**config.mk**
```make
export PLATFORM = sky130hd
export DESIGN_NAME = multi_stop_color_gradient_top_flat
export DESIGN_NICKNAME = d
export VERILOG_FILES = /design/src/hw/rtl/mscg_pkg.sv /design/src/hw/rtl/mscg_req_if.sv /design/src/hw/rtl/mscg_rsp_if.sv /design/src/hw/rtl/mscg_ram.sv /design/src/hw/rtl/mscg_ctrl.sv /design/src/hw/rtl/mscg_dp.sv /design/src/hw/rtl/multi_stop_color_gradient_top.sv /design/src/flat_wrapper.sv
export SDC_FILE = /design/constraint.sdc
export NUM_CORES = 1
export LEC_CHECK = 0
export BUFFER_PORTS_ARGS = -buffer_cell sky130_fd_sc_hd__buf_4
export CAP_MARGIN = 30
export CORE_MARGIN = 1
export CORE_UTILIZATION = 54
export CTS_CLUSTER_DIAMETER = 60
export DETAILED_ROUTE_END_ITERATION = 16
export PLACE_DENSITY = 0.76
export SYNTH_ARGS = -nofsm -noshare
export SYNTH_HDL_FRONTEND = slang
export SYNTH_SLANG_ARGS = --single-unit
```
**constraint.sdc**
```tcl
create_clock -name clock -period 17.25 [get_ports clock]
set_clock_uncertainty 0.2 [all_clocks]
set_input_delay 3.45 -clock clock [delete_from_list [all_inputs] [get_ports clock]]
set_output_delay 3.45 -clock clock [all_outputs]
set_load 0.05 [all_outputs]
```
**src/hw/rtl/mscg_pkg.sv**
```systemverilog
`timescale 1ns / 1ps
// ============================================================================
// mscg_pkg
// Shared types and constants of the multi-stop color gradient block.
// ============================================================================
package mscg_pkg;

   localparam int unsigned POS_W   = 16;
   localparam int unsigned COLOR_W = 24;
   localparam int unsigned CHAN_W  = 8;
   localparam int unsigned STAT_W  = 2;
   localparam int unsigned ACT_W   = 2;

   // alpha is Q16 with 1.0 included, so one extra bit
   localparam int unsigned FRAC_W    = 16;
   localparam int unsigned ALPHA_W   = FRAC_W + 1;
   localparam int unsigned DIV_STEPS = ALPHA_W;
   localparam int unsigned DCNT_W    = $clog2(DIV_STEPS);
   localparam int unsigned NUM_CHANS = 3;
   localparam int unsigned CH_W      = $clog2(NUM_CHANS);

   typedef enum logic [ACT_W-1:0] {
      ACT_CLEAR  = 2'd0,
      ACT_APPEND = 2'd1,
      ACT_LOOKUP = 2'd2,
      ACT_NONE   = 2'd3
   } action_type;

   typedef enum logic [STAT_W-1:0] {
      ST_OK    = 2'd0,
      ST_ORDER = 2'd1,
      ST_FULL  = 2'd2,
      ST_FEW   = 2'd3
   } status_type;

   typedef struct packed {
      logic load;
      logic clear;
      logic append;
      logic blank;
      logic few;
      logic scan_start;
      logic advance;
      logic take_rd;
      logic seg_start;
      logic div_step;
      logic blend_step;
      logic emit;
   } cmd_type;

   typedef struct packed {
      action_type action;
      logic       count_lt2;
      logic       hit;
      logic       idx_zero;
      logic       idx_last;
      logic       div_last;
      logic       blend_last;
      logic       out_busy;
   } stat_type;

endpackage

```
**src/hw/rtl/mscg_req_if.sv**
```systemverilog
`timescale 1ns / 1ps
// ============================================================================
// mscg_req_if
// Request channel: action, position and stop color words.
// ============================================================================
interface mscg_req_if;
   logic                              valid;
   logic                              ready;
   logic [mscg_pkg::ACT_W-1:0]        action;
   logic signed [mscg_pkg::POS_W-1:0] position;
   logic [mscg_pkg::COLOR_W-1:0]      stop_color;

   modport source (output valid, output action, output position, output stop_color,
                   input ready);
   modport sink   (input valid, input action, input position, input stop_color,
                   output ready);
endinterface

```
**src/hw/rtl/mscg_rsp_if.sv**
```systemverilog
`timescale 1ns / 1ps
// ============================================================================
// mscg_rsp_if
// Response channel: interpolated color and status words.
// ============================================================================
interface mscg_rsp_if;
   logic                          valid;
   logic                          ready;
   logic [mscg_pkg::CHAN_W-1:0]   red;
   logic [mscg_pkg::CHAN_W-1:0]   green;
   logic [mscg_pkg::CHAN_W-1:0]   blue;
   logic [mscg_pkg::STAT_W-1:0]   status;

   modport source (output valid, output red, output green, output blue, output status,
                   input ready);
   modport sink   (input valid, input red, input green, input blue, input status,
                   output ready);
endinterface

```
**src/hw/rtl/mscg_ram.sv**
```systemverilog
`timescale 1ns / 1ps
// ============================================================================
// mscg_ram
// Generic single write port, single read port RAM with registered read.
// ============================================================================
module mscg_ram #(
   parameter int unsigned WIDTH = 40,
   parameter int unsigned DEPTH = 8
) (
   input  logic                     clock,
   input  logic                     wr_en,
   input  logic [$clog2(DEPTH)-1:0] wr_addr,
   input  logic [WIDTH-1:0]         wr_data,
   input  logic [$clog2(DEPTH)-1:0] rd_addr,
   output logic [WIDTH-1:0]         rd_data
);

   logic [WIDTH-1:0] mem_ff [DEPTH];
   logic [WIDTH-1:0] rd_data_ff;

   always_ff @(posedge clock) begin
      if (wr_en) begin
         mem_ff[wr_addr] <= wr_data;
      end
      rd_data_ff <= mem_ff[rd_addr];
   end

   assign rd_data = rd_data_ff;

endmodule

```
**src/hw/rtl/mscg_ctrl.sv**
```systemverilog
`timescale 1ns / 1ps
// ============================================================================
// mscg_ctrl
// Sequencer: decode, stop scan, alpha division, channel blend, result hand-off.
// ============================================================================
module mscg_ctrl (
   input  logic               clock,
   input  logic               reset,
   input  logic               req_valid,
   output logic               req_ready,
   input  mscg_pkg::stat_type stat,
   output mscg_pkg::cmd_type  cmd
);

   typedef enum logic [2:0] {
      S_IDLE,
      S_DECODE,
      S_SCAN,
      S_DIVIDE,
      S_BLEND,
      S_FINISH
   } state_type;

   state_type state_ff, state_in;

   always_ff @(posedge clock) begin
      if (reset) begin
         state_ff <= S_IDLE;
      end else begin
         state_ff <= state_in;
      end
   end

   assign req_ready = (state_ff == S_IDLE);

   always_comb begin
      state_in = state_ff;
      cmd      = '0;
      unique case (state_ff)
         S_IDLE: begin
            if (req_valid) begin
               cmd.load = 1'b1;
               state_in = S_DECODE;
            end
         end
         S_DECODE: begin
            unique case (stat.action)
               mscg_pkg::ACT_CLEAR: begin
                  cmd.clear = 1'b1;
                  cmd.blank = 1'b1;
                  state_in  = S_FINISH;
               end
               mscg_pkg::ACT_APPEND: begin
                  cmd.append = 1'b1;
                  state_in   = S_FINISH;
               end
               mscg_pkg::ACT_LOOKUP: begin
                  if (stat.count_lt2) begin
                     cmd.few  = 1'b1;
                     state_in = S_FINISH;
                  end else begin
                     cmd.scan_start = 1'b1;
                     state_in       = S_SCAN;
                  end
               end
               default: begin
                  cmd.blank = 1'b1;
                  state_in  = S_FINISH;
               end
            endcase
         end
         S_SCAN: begin
            priority if (stat.hit && stat.idx_zero) begin
               cmd.take_rd = 1'b1;
               state_in    = S_FINISH;
            end else if (stat.hit) begin
               cmd.seg_start = 1'b1;
               state_in      = S_DIVIDE;
            end else if (stat.idx_last) begin
               cmd.take_rd = 1'b1;
               state_in    = S_FINISH;
            end else begin
               cmd.advance = 1'b1;
            end
         end
         S_DIVIDE: begin
            cmd.div_step = 1'b1;
            if (stat.div_last) begin
               state_in = S_BLEND;
            end
         end
         S_BLEND: begin
            cmd.blend_step = 1'b1;
            if (stat.blend_last) begin
               state_in = S_FINISH;
            end
         end
         S_FINISH: begin
            if (!stat.out_busy) begin
               cmd.emit = 1'b1;
               state_in = S_IDLE;
            end
         end
         default: begin
            state_in = S_IDLE;
         end
      endcase
   end

endmodule

```
**src/hw/rtl/mscg_dp.sv**
```systemverilog
`timescale 1ns / 1ps
// ============================================================================
// mscg_dp
// Datapath: stop table, segment registers, restoring divider, blender and
// the output register.
// ============================================================================
module mscg_dp #(
   parameter int unsigned TABLE_DEPTH = 8
) (
   input  logic                                clock,
   input  logic                                reset,
   input  mscg_pkg::cmd_type                   cmd,
   output mscg_pkg::stat_type                  stat,
   input  logic [mscg_pkg::ACT_W-1:0]          req_action,
   input  logic signed [mscg_pkg::POS_W-1:0]   req_position,
   input  logic [mscg_pkg::COLOR_W-1:0]        req_stop_color,
   input  logic                                rsp_ready,
   output logic                                rsp_valid,
   output logic [mscg_pkg::CHAN_W-1:0]         rsp_red,
   output logic [mscg_pkg::CHAN_W-1:0]         rsp_green,
   output logic [mscg_pkg::CHAN_W-1:0]         rsp_blue,
   output logic [mscg_pkg::STAT_W-1:0]         rsp_status
);

   localparam int unsigned IDX_W   = $clog2(TABLE_DEPTH);
   localparam int unsigned CNT_W   = $clog2(TABLE_DEPTH + 1);
   localparam int unsigned POS_W   = mscg_pkg::POS_W;
   localparam int unsigned COLOR_W = mscg_pkg::COLOR_W;
   localparam int unsigned CHAN_W  = mscg_pkg::CHAN_W;
   localparam int unsigned ALPHA_W = mscg_pkg::ALPHA_W;
   localparam int unsigned FRAC_W  = mscg_pkg::FRAC_W;
   localparam int unsigned DCNT_W  = mscg_pkg::DCNT_W;
   localparam int unsigned CH_W    = mscg_pkg::CH_W;
   localparam int unsigned ENTRY_W = POS_W + COLOR_W;
   localparam int unsigned PROD_W  = CHAN_W + 1 + ALPHA_W + 1;

   mscg_pkg::action_type        action_ff;
   logic signed [POS_W-1:0]     x_ff;
   logic [COLOR_W-1:0]          color_ff;
   logic [CNT_W-1:0]            count_ff;
   logic signed [POS_W-1:0]     last_pos_ff;
   logic [IDX_W-1:0]            idx_ff, idx_in;
   logic signed [POS_W-1:0]     p0_ff;
   logic [COLOR_W-1:0]          c0_ff, c1_ff;
   logic [POS_W:0]              rem_ff;
   logic [POS_W-1:0]            den_ff;
   logic [ALPHA_W-1:0]          q_ff;
   logic [DCNT_W-1:0]           dcnt_ff;
   logic [CH_W-1:0]             ch_ff;
   logic [COLOR_W-1:0]          res_rgb_ff;
   mscg_pkg::status_type        res_st_ff;
   logic                        rsp_valid_ff;
   logic [COLOR_W-1:0]          rsp_rgb_ff;
   mscg_pkg::status_type        rsp_st_ff;

   logic                        wr_en;
   logic [ENTRY_W-1:0]          rd_data;
   logic signed [POS_W-1:0]     rd_pos;
   logic [COLOR_W-1:0]          rd_color;
   logic                        order_bad;
   logic                        full;
   logic signed [POS_W:0]       num_wide, den_wide;
   logic [POS_W:0]              den_ext, diff;
   logic                        ge;
   logic [POS_W-1:0]            r_keep;
   logic [CHAN_W-1:0]           c0_chan, c1_chan;
   logic signed [CHAN_W:0]      delta;
   logic signed [PROD_W-1:0]    prod, acc;

   assign rd_pos   = rd_data[ENTRY_W-1:COLOR_W];
   assign rd_color = rd_data[COLOR_W-1:0];

   assign order_bad = (count_ff != '0) && (x_ff <= last_pos_ff);
   assign full      = (count_ff == CNT_W'(TABLE_DEPTH));
   assign wr_en     = cmd.append && !order_bad && !full;

   always_comb begin
      idx_in = idx_ff;
      if (cmd.scan_start) begin
         idx_in = '0;
      end else if (cmd.advance) begin
         idx_in = idx_ff + IDX_W'(1);
      end
   end

   mscg_ram #(
      .WIDTH (ENTRY_W),
      .DEPTH (TABLE_DEPTH)
   ) u_table (
      .clock   (clock),
      .wr_en   (wr_en),
      .wr_addr (count_ff[IDX_W-1:0]),
      .wr_data ({x_ff, color_ff}),
      .rd_addr (idx_in),
      .rd_data (rd_data)
   );

   // segment setup
   assign num_wide = (POS_W+1)'(x_ff) - (POS_W+1)'(p0_ff);
   assign den_wide = (POS_W+1)'(rd_pos) - (POS_W+1)'(p0_ff);

   // restoring divider step
   assign den_ext = {1'b0, den_ff};
   assign ge      = (rem_ff >= den_ext);
   assign diff    = rem_ff - den_ext;
   assign r_keep  = ge ? diff[POS_W-1:0] : rem_ff[POS_W-1:0];

   // channel blend: c0 + (c1 - c0) * alpha, then drop the fraction
   always_comb begin
      unique case (ch_ff)
         CH_W'(0): begin
            c0_chan = c0_ff[23:16];
            c1_chan = c1_ff[23:16];
         end
         CH_W'(1): begin
            c0_chan = c0_ff[15:8];
            c1_chan = c1_ff[15:8];
         end
         default: begin
            c0_chan = c0_ff[7:0];
            c1_chan = c1_ff[7:0];
         end
      endcase
   end

   assign delta = $signed({1'b0, c1_chan}) - $signed({1'b0, c0_chan});
   assign prod  = PROD_W'(delta) * $signed({1'b0, q_ff});
   assign acc   = prod + $signed(PROD_W'({c0_chan, {FRAC_W{1'b0}}}));

   always_ff @(posedge clock) begin
      if (reset) begin
         count_ff     <= '0;
         rsp_valid_ff <= 1'b0;
      end else begin
         if (cmd.clear) begin
            count_ff <= '0;
         end else if (wr_en) begin
            count_ff <= count_ff + CNT_W'(1);
         end
         if (cmd.emit) begin
            rsp_valid_ff <= 1'b1;
         end else if (rsp_ready) begin
            rsp_valid_ff <= 1'b0;
         end
      end
   end

   always_ff @(posedge clock) begin
      idx_ff <= idx_in;
      if (cmd.load) begin
         action_ff <= mscg_pkg::action_type'(req_action);
         x_ff      <= req_position;
         color_ff  <= req_stop_color;
      end
      if (wr_en) begin
         last_pos_ff <= x_ff;
      end
      if (cmd.append) begin
         res_rgb_ff <= '0;
         priority if (order_bad) begin
            res_st_ff <= mscg_pkg::ST_ORDER;
         end else if (full) begin
            res_st_ff <= mscg_pkg::ST_FULL;
         end else begin
            res_st_ff <= mscg_pkg::ST_OK;
         end
      end
      if (cmd.blank) begin
         res_rgb_ff <= '0;
         res_st_ff  <= mscg_pkg::ST_OK;
      end
      if (cmd.few) begin
         res_rgb_ff <= '0;
         res_st_ff  <= mscg_pkg::ST_FEW;
      end
      if (cmd.take_rd) begin
         res_rgb_ff <= rd_color;
         res_st_ff  <= mscg_pkg::ST_OK;
      end
      if (cmd.advance) begin
         p0_ff <= rd_pos;
         c0_ff <= rd_color;
      end
      if (cmd.seg_start) begin
         rem_ff    <= {1'b0, num_wide[POS_W-1:0]};
         den_ff    <= den_wide[POS_W-1:0];
         c1_ff     <= rd_color;
         q_ff      <= '0;
         dcnt_ff   <= '0;
         ch_ff     <= '0;
         res_st_ff <= mscg_pkg::ST_OK;
      end
      if (cmd.div_step) begin
         rem_ff  <= {r_keep, 1'b0};
         q_ff    <= {q_ff[ALPHA_W-2:0], ge};
         dcnt_ff <= dcnt_ff + DCNT_W'(1);
      end
      if (cmd.blend_step) begin
         res_rgb_ff <= {res_rgb_ff[COLOR_W-CHAN_W-1:0], acc[FRAC_W+CHAN_W-1:FRAC_W]};
         ch_ff      <= ch_ff + CH_W'(1);
      end
      if (cmd.emit) begin
         rsp_rgb_ff <= res_rgb_ff;
         rsp_st_ff  <= res_st_ff;
      end
   end

   assign stat.action     = action_ff;
   assign stat.count_lt2  = (count_ff < CNT_W'(2));
   assign stat.hit        = (x_ff <= rd_pos);
   assign stat.idx_zero   = (idx_ff == '0);
   assign stat.idx_last   = (CNT_W'(idx_ff) == (count_ff - CNT_W'(1)));
   assign stat.div_last   = (dcnt_ff == DCNT_W'(mscg_pkg::DIV_STEPS - 1));
   assign stat.blend_last = (ch_ff == CH_W'(mscg_pkg::NUM_CHANS - 1));
   assign stat.out_busy   = rsp_valid_ff && !rsp_ready;

   assign rsp_valid  = rsp_valid_ff;
   assign rsp_red    = rsp_rgb_ff[23:16];
   assign rsp_green  = rsp_rgb_ff[15:8];
   assign rsp_blue   = rsp_rgb_ff[7:0];
   assign rsp_status = rsp_st_ff;

endmodule

```
**src/hw/rtl/multi_stop_color_gradient_top.sv**
```systemverilog
`timescale 1ns / 1ps
// ============================================================================
// multi_stop_color_gradient_top
// Multi-stop linear color gradient: stop table with interpolated lookup.
// ============================================================================
// Usage:
//   req_ch carries one word per action: clear (0), append stop (1) or
//   lookup (2), with position (signed Q3.12) and stop_color. rsp_ch returns
//   exactly one word per request: red, green, blue and status.
//   One request is in flight at a time; req_ch.ready is high only while the
//   sequencer is idle.
//   Clear, append and unused codes go from decode straight to the hand-off.
//   Lookup: a result clamped at the first or the last stop is taken from the
//   stop scan, and a position inside a segment between two stops also passes
//   the alpha divider and the blender: the stop scan reads one table entry
//   per cycle, the alpha divider resolves one quotient bit per cycle and the
//   blender does one channel per cycle.
//   Reset empties the stop table (count zero) and drops any pending word.
//   The result sits in an output register; a new request is accepted while
//   it waits, and the sequencer holds its next result until the receiver
//   takes the pending one.
// ============================================================================
module multi_stop_color_gradient_top #(
   parameter int unsigned TABLE_DEPTH = 8
) (
   input  logic         clock,
   input  logic         reset,
   mscg_req_if.sink     req_ch,
   mscg_rsp_if.source   rsp_ch
);

   mscg_pkg::cmd_type  cmd;
   mscg_pkg::stat_type stat;

   mscg_ctrl u_ctrl (
      .clock     (clock),
      .reset     (reset),
      .req_valid (req_ch.valid),
      .req_ready (req_ch.ready),
      .stat      (stat),
      .cmd       (cmd)
   );

   mscg_dp #(
      .TABLE_DEPTH (TABLE_DEPTH)
   ) u_dp (
      .clock          (clock),
      .reset          (reset),
      .cmd            (cmd),
      .stat           (stat),
      .req_action     (req_ch.action),
      .req_position   (req_ch.position),
      .req_stop_color (req_ch.stop_color),
      .rsp_ready      (rsp_ch.ready),
      .rsp_valid      (rsp_ch.valid),
      .rsp_red        (rsp_ch.red),
      .rsp_green      (rsp_ch.green),
      .rsp_blue       (rsp_ch.blue),
      .rsp_status     (rsp_ch.status)
   );

endmodule

```
**src/flat_wrapper.sv**
```systemverilog
// flat-port wrapper written by rule: the top's interface ports become plain ports
module multi_stop_color_gradient_top_flat 
#(
   parameter int unsigned TABLE_DEPTH = 8
)
  (clock, reset, req_ch_valid, req_ch_action, req_ch_position, req_ch_stop_color, req_ch_ready, rsp_ch_valid, rsp_ch_red, rsp_ch_green, rsp_ch_blue, rsp_ch_status, rsp_ch_ready);
  mscg_req_if req_ch_i ();
  mscg_rsp_if rsp_ch_i ();
  input  logic clock;
  input  logic reset;
  input wire logic [$bits(req_ch_i.valid)-1:0] req_ch_valid;
  input wire logic [$bits(req_ch_i.action)-1:0] req_ch_action;
  input wire logic [$bits(req_ch_i.position)-1:0] req_ch_position;
  input wire logic [$bits(req_ch_i.stop_color)-1:0] req_ch_stop_color;
  output wire logic [$bits(req_ch_i.ready)-1:0] req_ch_ready;
  output wire logic [$bits(rsp_ch_i.valid)-1:0] rsp_ch_valid;
  output wire logic [$bits(rsp_ch_i.red)-1:0] rsp_ch_red;
  output wire logic [$bits(rsp_ch_i.green)-1:0] rsp_ch_green;
  output wire logic [$bits(rsp_ch_i.blue)-1:0] rsp_ch_blue;
  output wire logic [$bits(rsp_ch_i.status)-1:0] rsp_ch_status;
  input wire logic [$bits(rsp_ch_i.ready)-1:0] rsp_ch_ready;
  assign req_ch_i.valid = req_ch_valid;
  assign req_ch_i.action = req_ch_action;
  assign req_ch_i.position = req_ch_position;
  assign req_ch_i.stop_color = req_ch_stop_color;
  assign req_ch_ready = req_ch_i.ready;
  assign rsp_ch_valid = rsp_ch_i.valid;
  assign rsp_ch_red = rsp_ch_i.red;
  assign rsp_ch_green = rsp_ch_i.green;
  assign rsp_ch_blue = rsp_ch_i.blue;
  assign rsp_ch_status = rsp_ch_i.status;
  assign rsp_ch_i.ready = rsp_ch_ready;
  multi_stop_color_gradient_top #(.TABLE_DEPTH(TABLE_DEPTH)) u_core (.clock(clock), .reset(reset), .req_ch(req_ch_i), .rsp_ch(rsp_ch_i));
endmodule
```
* Word-level counts from Yosys, hierarchy flattened
Memories as Yosys holds them, arrays and structs flattened. A register that Yosys moved wholly into a read port is not among the register bits. Index checks and enable logic that the tools add are counted.
Word-level totals: bits in registers 242, latch bits 0, RAM bits 320, bits in read-only memories 0, output and inout bits 28, logic and storage cells 134, memories 1
Memory list:
- u_core.u_dp.u_table.mem_ff | depth 8, bits a word 40, rd ports 1, clocked after memory_dff 1, wr ports 1, RTL line mscg_ram.sv:18 | logic [WIDTH-1:0] mem_ff [DEPTH];
Cells by class: $add $sub $neg 10, $mul 1, divide/modulo/power cells 0, order comparisons 4, eq/ne operators 17, shift-type cells 0, muxes and demuxes 58, bitwise operators 0, reductions and logical operators 22
Operators with widths (number):
- two-way mux 24 bit | 5
- two-way mux 17 bit | 4
- subtractor 16 bit | 3
- two-way mux 3 bit | 12
- <= comparator 16 bit | 2
- one-hot mux 8 bit (2 select lines) | 2
- adder 24 bit | 1
- multiplier 9 x 18 -> 24 bit | 1
- two-way mux 1 bit | 21
- two-way mux 2 bit | 9
- one-hot mux 3 bit (6 select lines) | 1
- greater-or-equal comparator 17 x 16 -> 1 bit | 1
- two-way mux 16 bit | 1
- two-way mux 5 bit | 3
- subtractor 8 x 8 -> 9 bit | 1
- == test 3 x 2 -> 1 bit (second input constant) | 2
- == test 3 bit (second input constant) | 2
- zero test 3 bit | 2
- nonzero test 2 bit | 3
- OR reduction 2 bit | 3
- adder 5 x 1 -> 5 bit (second input constant) | 1
- == test 5 bit (second input constant) | 1
- logical AND 1 bit | 5
- AND reduction 5 bit | 1
- 18 further kinds | 25

* Longest topological paths before layout
depth in word-level cells 9, gate-level depth with buffers 35, depth with buffers taken out 32

* Cells and area by module
A second synthesis with hierarchy kept.
Unflattened totals: cell total of the unflattened synthesis 1987, area, all modules 29897.4 um^2
Modules (own cells, without submodules):
- mscg_dp | times used 1, cells an instance 1423, area an instance 16351.9 um^2, sequential area each 7066.8 um^2
- mscg_ram | times used 1, cells an instance 515, area an instance 13171.4 um^2, sequential area each 10410.0 um^2
- mscg_ctrl | times used 1, cells an instance 49, area an instance 374.1 um^2, sequential area each 60.1 um^2

* Worst setup path after synthesis
OpenSTA, ideal clock, no wires.
path kind register to register, start register u_core.u_dp.ch_ff[0], end register u_core.u_dp.res_rgb_ff[7] (data pin), library setup time 0.256 ns, arrival time 7.590 ns, data required time 16.794 ns, setup slack 9.204 ns, cell stages (with the launch flop) 35, buffers on the path 3, path through edfxtp_1 -> inv_1 -> ha_1 -> clkbuf_1 -> nor2_1 -> clkbuf_1 -> a21oi_1 -> ha_1 -> inv_1 -> fa_1 -> a21oi_1 -> nor2b_1 -> o31ai_1 -> nand2b_1 -> xor2_1 -> clkbuf_1 -> nand2_1 -> fa_1 -> fa_1 -> inv_1 -> fa_1 -> fa_1 -> inv_1 -> fa_1 -> inv_1 -> ha_1 -> nand4b_1 -> nor4_1 -> o221ai_1 -> a311oi_1 -> o2111ai_1 -> a31oi_1 -> a21oi_1 -> xnor2_1 -> a22o_1
On the way: word-level cells in the longest chain between the ends 6, elaborated cells on any way between the ends 8, classes of those cells add/sub (2); mul (1); eq/ne (1); mux (3); reduce/logical (1)
RTL lines:
- start, declared | RTL line mscg_dp.sv:49 | logic [CH_W-1:0] ch_ff;
- start signal, assigned | RTL line mscg_dp.sv:200 | ch_ff <= ch_ff + CH_W'(1);
- == test 2 x 1 -> 1 bit / zero test 2 bit (equally long branches) | RTL line mscg_dp.sv:110 | unique case (ch_ff)
- one-hot mux 8 bit (2 select lines) | RTL line mscg_dp.sv:110
- subtractor 8 x 8 -> 9 bit | RTL line mscg_dp.sv:126 | assign delta = $signed({1'b0, c1_chan}) - $signed({1'b0, c0_chan});
- multiplier 9 x 18 -> 24 bit | RTL line mscg_dp.sv:127 | assign prod = PROD_W'(delta) * $signed({1'b0, q_ff});
- adder 24 bit (*) | RTL line mscg_dp.sv:128 | assign acc = prod + $signed(PROD_W'({c0_chan, {FRAC_W{1'b0}}}));
- two-way mux 24 bit (*) | RTL line mscg_dp.sv:198 | if (cmd.blend_step) begin
- end signal, assigned | RTL line mscg_dp.sv:177 | res_rgb_ff <= rd_color;
- end signal, assigned | RTL line mscg_dp.sv:199 | res_rgb_ff <= {res_rgb_ff[COLOR_W-CHAN_W-1:0], acc[FRAC_W+CHAN_W-1:FRAC_W]};
- end, declared | RTL line mscg_dp.sv:50 | logic [COLOR_W-1:0] res_rgb_ff;
Every way passes the cells marked *; elsewhere a longest branch is shown, timed or not. A chain may end at the register's enable or synchronous reset.

* Final worst setup path
Same ends and word-level chain as after synthesis.

==> out/metrics.csv <==
metric;value;unit
crit-path max FO;17;
flops & latches, synth;602;
total CTS buffers;58;
post-route ant nets;0;
Die W;237.4;µm
Hold Path Class;reg2reg;
Die Y;237.4;µm
area grow syn2layout;11.30;%
number of enable flip-flop cells after synthesis;548;
Resize count post-CTS;0;
Fill cells;3971;
max-slew violations;0;
DPL Wire Length;39210;µm
DP Area;31320;µm²
IO Count;74;
Longest Clk Path Bufs;3;
Worst-Margin Slew;1303;ps
Final Util;61.41;%
DR pass1 iterations;5;
wirelength, routed;59940;µm
worst-skew pair later-pin latency;620;ps
share of post-route cells with drive strength above 1;12.00;%
syn nets;2444;
most frequent cells in the layout;548 x edfxtp_1, 194 x inv_1, 177 x mux2i_1, 143 x ha_1, 121 x and2_1;
max cap viols;0;
slew margin rel.;13.14;%
Critical Path RT;17430;ps
final worst setup slack;7744;ps
antenna violations before repair;0;
Post-Syn Instances;2139;
GRT Total Usage;21.82;%
# clock sinks;602;
final hold viol count;0;
Via Count;17140;
Final Cycle Share;55.11;%
unrepaired setup endpoints after global routing;no;
cts hold-fix bufs;0;
wire length per cell;20.12;µm
critical path arrival;9690;ps
CP endpoint kind;flop;
setup TNS;0;ps
final instance area;33310;µm²
Synth async-reset ratio;0;%
Setup WS pre-CTS;7704;ps
number of global-route vias before repair;17970;
Netlist Area Pre-Place;29930;µm²
CTS tree;done;
CP peak stage delay;870;ps
1st-iter DRT viols;1163;
first-pass GRT wire length;96100;µm
Die Area;56370;µm²
Reg clk slew, reported paths;60;ps
Rows;85;
achievable clock frequency;105.2;MHz
Final GP Congestion;0.8706;
Unique masters post-synth;70;
DR vias/cell;5.754;
clock root cell;clkbuf_16;
post-synthesis sequential area ratio;58.60;%
# diodes;0;
postcts setup bufs;0;
Residual DRC;0;
Starting Density;55.18;%
status;finished clean;
commonest non-fill, non-tap cell in the layout;edfxtp_1;
H-tree Lvls;2;
Worst setup SP type;flop;
Post-synth top flop;edfxtp_1;
IO Port Bufs;73;
Final min period;9506;ps
largest net degree at the start of global routing;162;
Core Region;54240;µm²
Nets;2539;
CP dominant cell by count;fa_1;
Avg Inst Size Synth;13.99;µm²
Yosys warning total;0;
total gr overflow;0;
# setup viols final;0;
critical path type;reg2reg;
slowest CP cell;nor2_1;
## logic make-up after synthesis
| family | count (synthesis) | synth area share (%) |
|---|---|---|
| AOI/OAI and AO/OA | 304 | 7.939 |
| xor gates and xnor gates | 61 | 1.831 |
| DFF | 602 | 58.60 |
| and+or+nand+nor | 471 | 8.248 |
| buffers and inverters | 265 | 3.729 |
| adders and majority gates | 259 | 13.74 |
| muxes | 177 | 5.920 |
## sequential cells by signal (all words and copies together), names as in the netlist, 3 cells and up
name / count
u_core.u_dp.u_table.mem_ff: 320
u_core.u_dp.u_table.rd_data: 40
u_core.u_dp.c0_ff: 24
u_core.u_dp.c1_ff: 24
u_core.u_dp.color_ff: 24
u_core.u_dp.res_rgb_ff: 24
u_core.u_dp.rsp_rgb_ff: 24
u_core.u_dp.q_ff: 17
u_core.u_dp.rem_ff: 17
u_core.u_dp.den_ff: 16
u_core.u_dp.last_pos_ff: 16
u_core.u_dp.p0_ff: 16
u_core.u_dp.x_ff: 16
u_core.u_dp.dcnt_ff: 5
u_core.u_dp.count_ff: 4
u_core.u_ctrl.state_ff: 3
u_core.u_dp.idx_ff: 3
## Yosys cell counts, types with 6 or more instances
| cell | number | area (µm²) |
|---|---|---|
| nor2b_1 | 14 | 87.58 |
| and2_1 | 122 | 763.2 |
| buf_2 | 9 | 45.04 |
| o22ai_1 | 12 | 75.07 |
| inv_1 | 194 | 728.2 |
| a31oi_1 | 8 | 50.05 |
| xnor2_1 | 40 | 350.3 |
| a21o_1 | 14 | 105.1 |
| o21ai_0 | 32 | 160.2 |
| buf_6 | 7 | 78.83 |
| a211oi_1 | 7 | 52.55 |
| nand2b_1 | 24 | 150.1 |
| clkbuf_1 | 42 | 157.7 |
| a21oi_1 | 53 | 265.3 |
| xor2_1 | 20 | 175.2 |
| mux2i_1 | 177 | 1772 |
| nand3_1 | 22 | 110.1 |
| or3_1 | 13 | 81.33 |
| edfxtp_1 | 548 | 16460 |
| ha_1 | 143 | 1789 |
| a22o_1 | 73 | 639.4 |
| buf_4 | 10 | 75.07 |
| nand4_1 | 12 | 75.07 |
| dfxtp_1 | 54 | 1081 |
| nor2_1 | 68 | 255.2 |
| fa_1 | 116 | 2322 |
| a22oi_1 | 7 | 52.55 |
| o21a_1 | 12 | 90.09 |
| nor3_1 | 28 | 140.1 |
| and3_1 | 28 | 175.2 |
| or2_2 | 6 | 37.54 |
| nand2_1 | 113 | 424.2 |
| a211oi_2 | 40 | 500.5 |
## layer usage
| metal | GRT usage, % | up-vias | part of all wire [%] |
|---|---|---|---|
| li1 | - | 7974 | - |
| met1 | 29.40 | 8633 | 44 |
| met2 | 37.35 | 431 | 49 |
| met3 | 2.903 | 102 | 4.9 |
| met4 | 5.846 | 0 | 2.1 |
| met5 | 0 | - | 0 |
## final cells by class
class / instances / area [µm²] / share of cell area [%]
multi-input combinational: 1272 / 11350 / 34.08
timing repair buffer: 106 / 839.6 / 2.520
clock buffer: 77 / 1635 / 4.909
sequential: 602 / 17540 / 52.65
tap: 696 / 870.8 / 2.614
inverter: 194 / 728.2 / 2.186
clock inverter: 32 / 349.1 / 1.048
## final timing paths
path	startpoint	to	slack, ps	cells past startpoint
max reg2reg	u_core.u_dp.ch_ff[0]$_SDFFCE_PN0P_	u_core.u_dp.res_rgb_ff[7]$_DFFE_PP_	7740	31
max	u_core.u_dp.ch_ff[0]$_SDFFCE_PN0P_	u_core.u_dp.res_rgb_ff[7]$_DFFE_PP_	7740	31
min	u_core.u_dp.res_rgb_ff[21]$_DFFE_PP_	u_core.u_dp.rsp_rgb_ff[21]$_DFFE_PP_	230	0
min reg2reg	u_core.u_dp.res_rgb_ff[21]$_DFFE_PP_	u_core.u_dp.rsp_rgb_ff[21]$_DFFE_PP_	230	0
## metrics by stage
stage	cells	hold slack, ps
after global placement	2865	208.5
after global routing	2979	237.2
final	2979	225.9
after CTS	2978	226.7
after detailed placement	2869	204.5
after floorplan	2139	200.3
## worst max-delay path, delay by kind of cell, from the launching register on
| family | cells | cell delay [ps] |
|---|---|---|
| compound gates | 10 | 2620 |
| buf+inv | 6 | 500 |
| xor+xnor | 1 | 150 |
| flops | 1 | 380 |
| fa+ha+maj | 9 | 3860 |
| simple gates | 5 | 1570 |
Power is left out: the tool's default activity adds up to more than one toggle a clock period on the data nets, which glitch-free logic cannot reach.
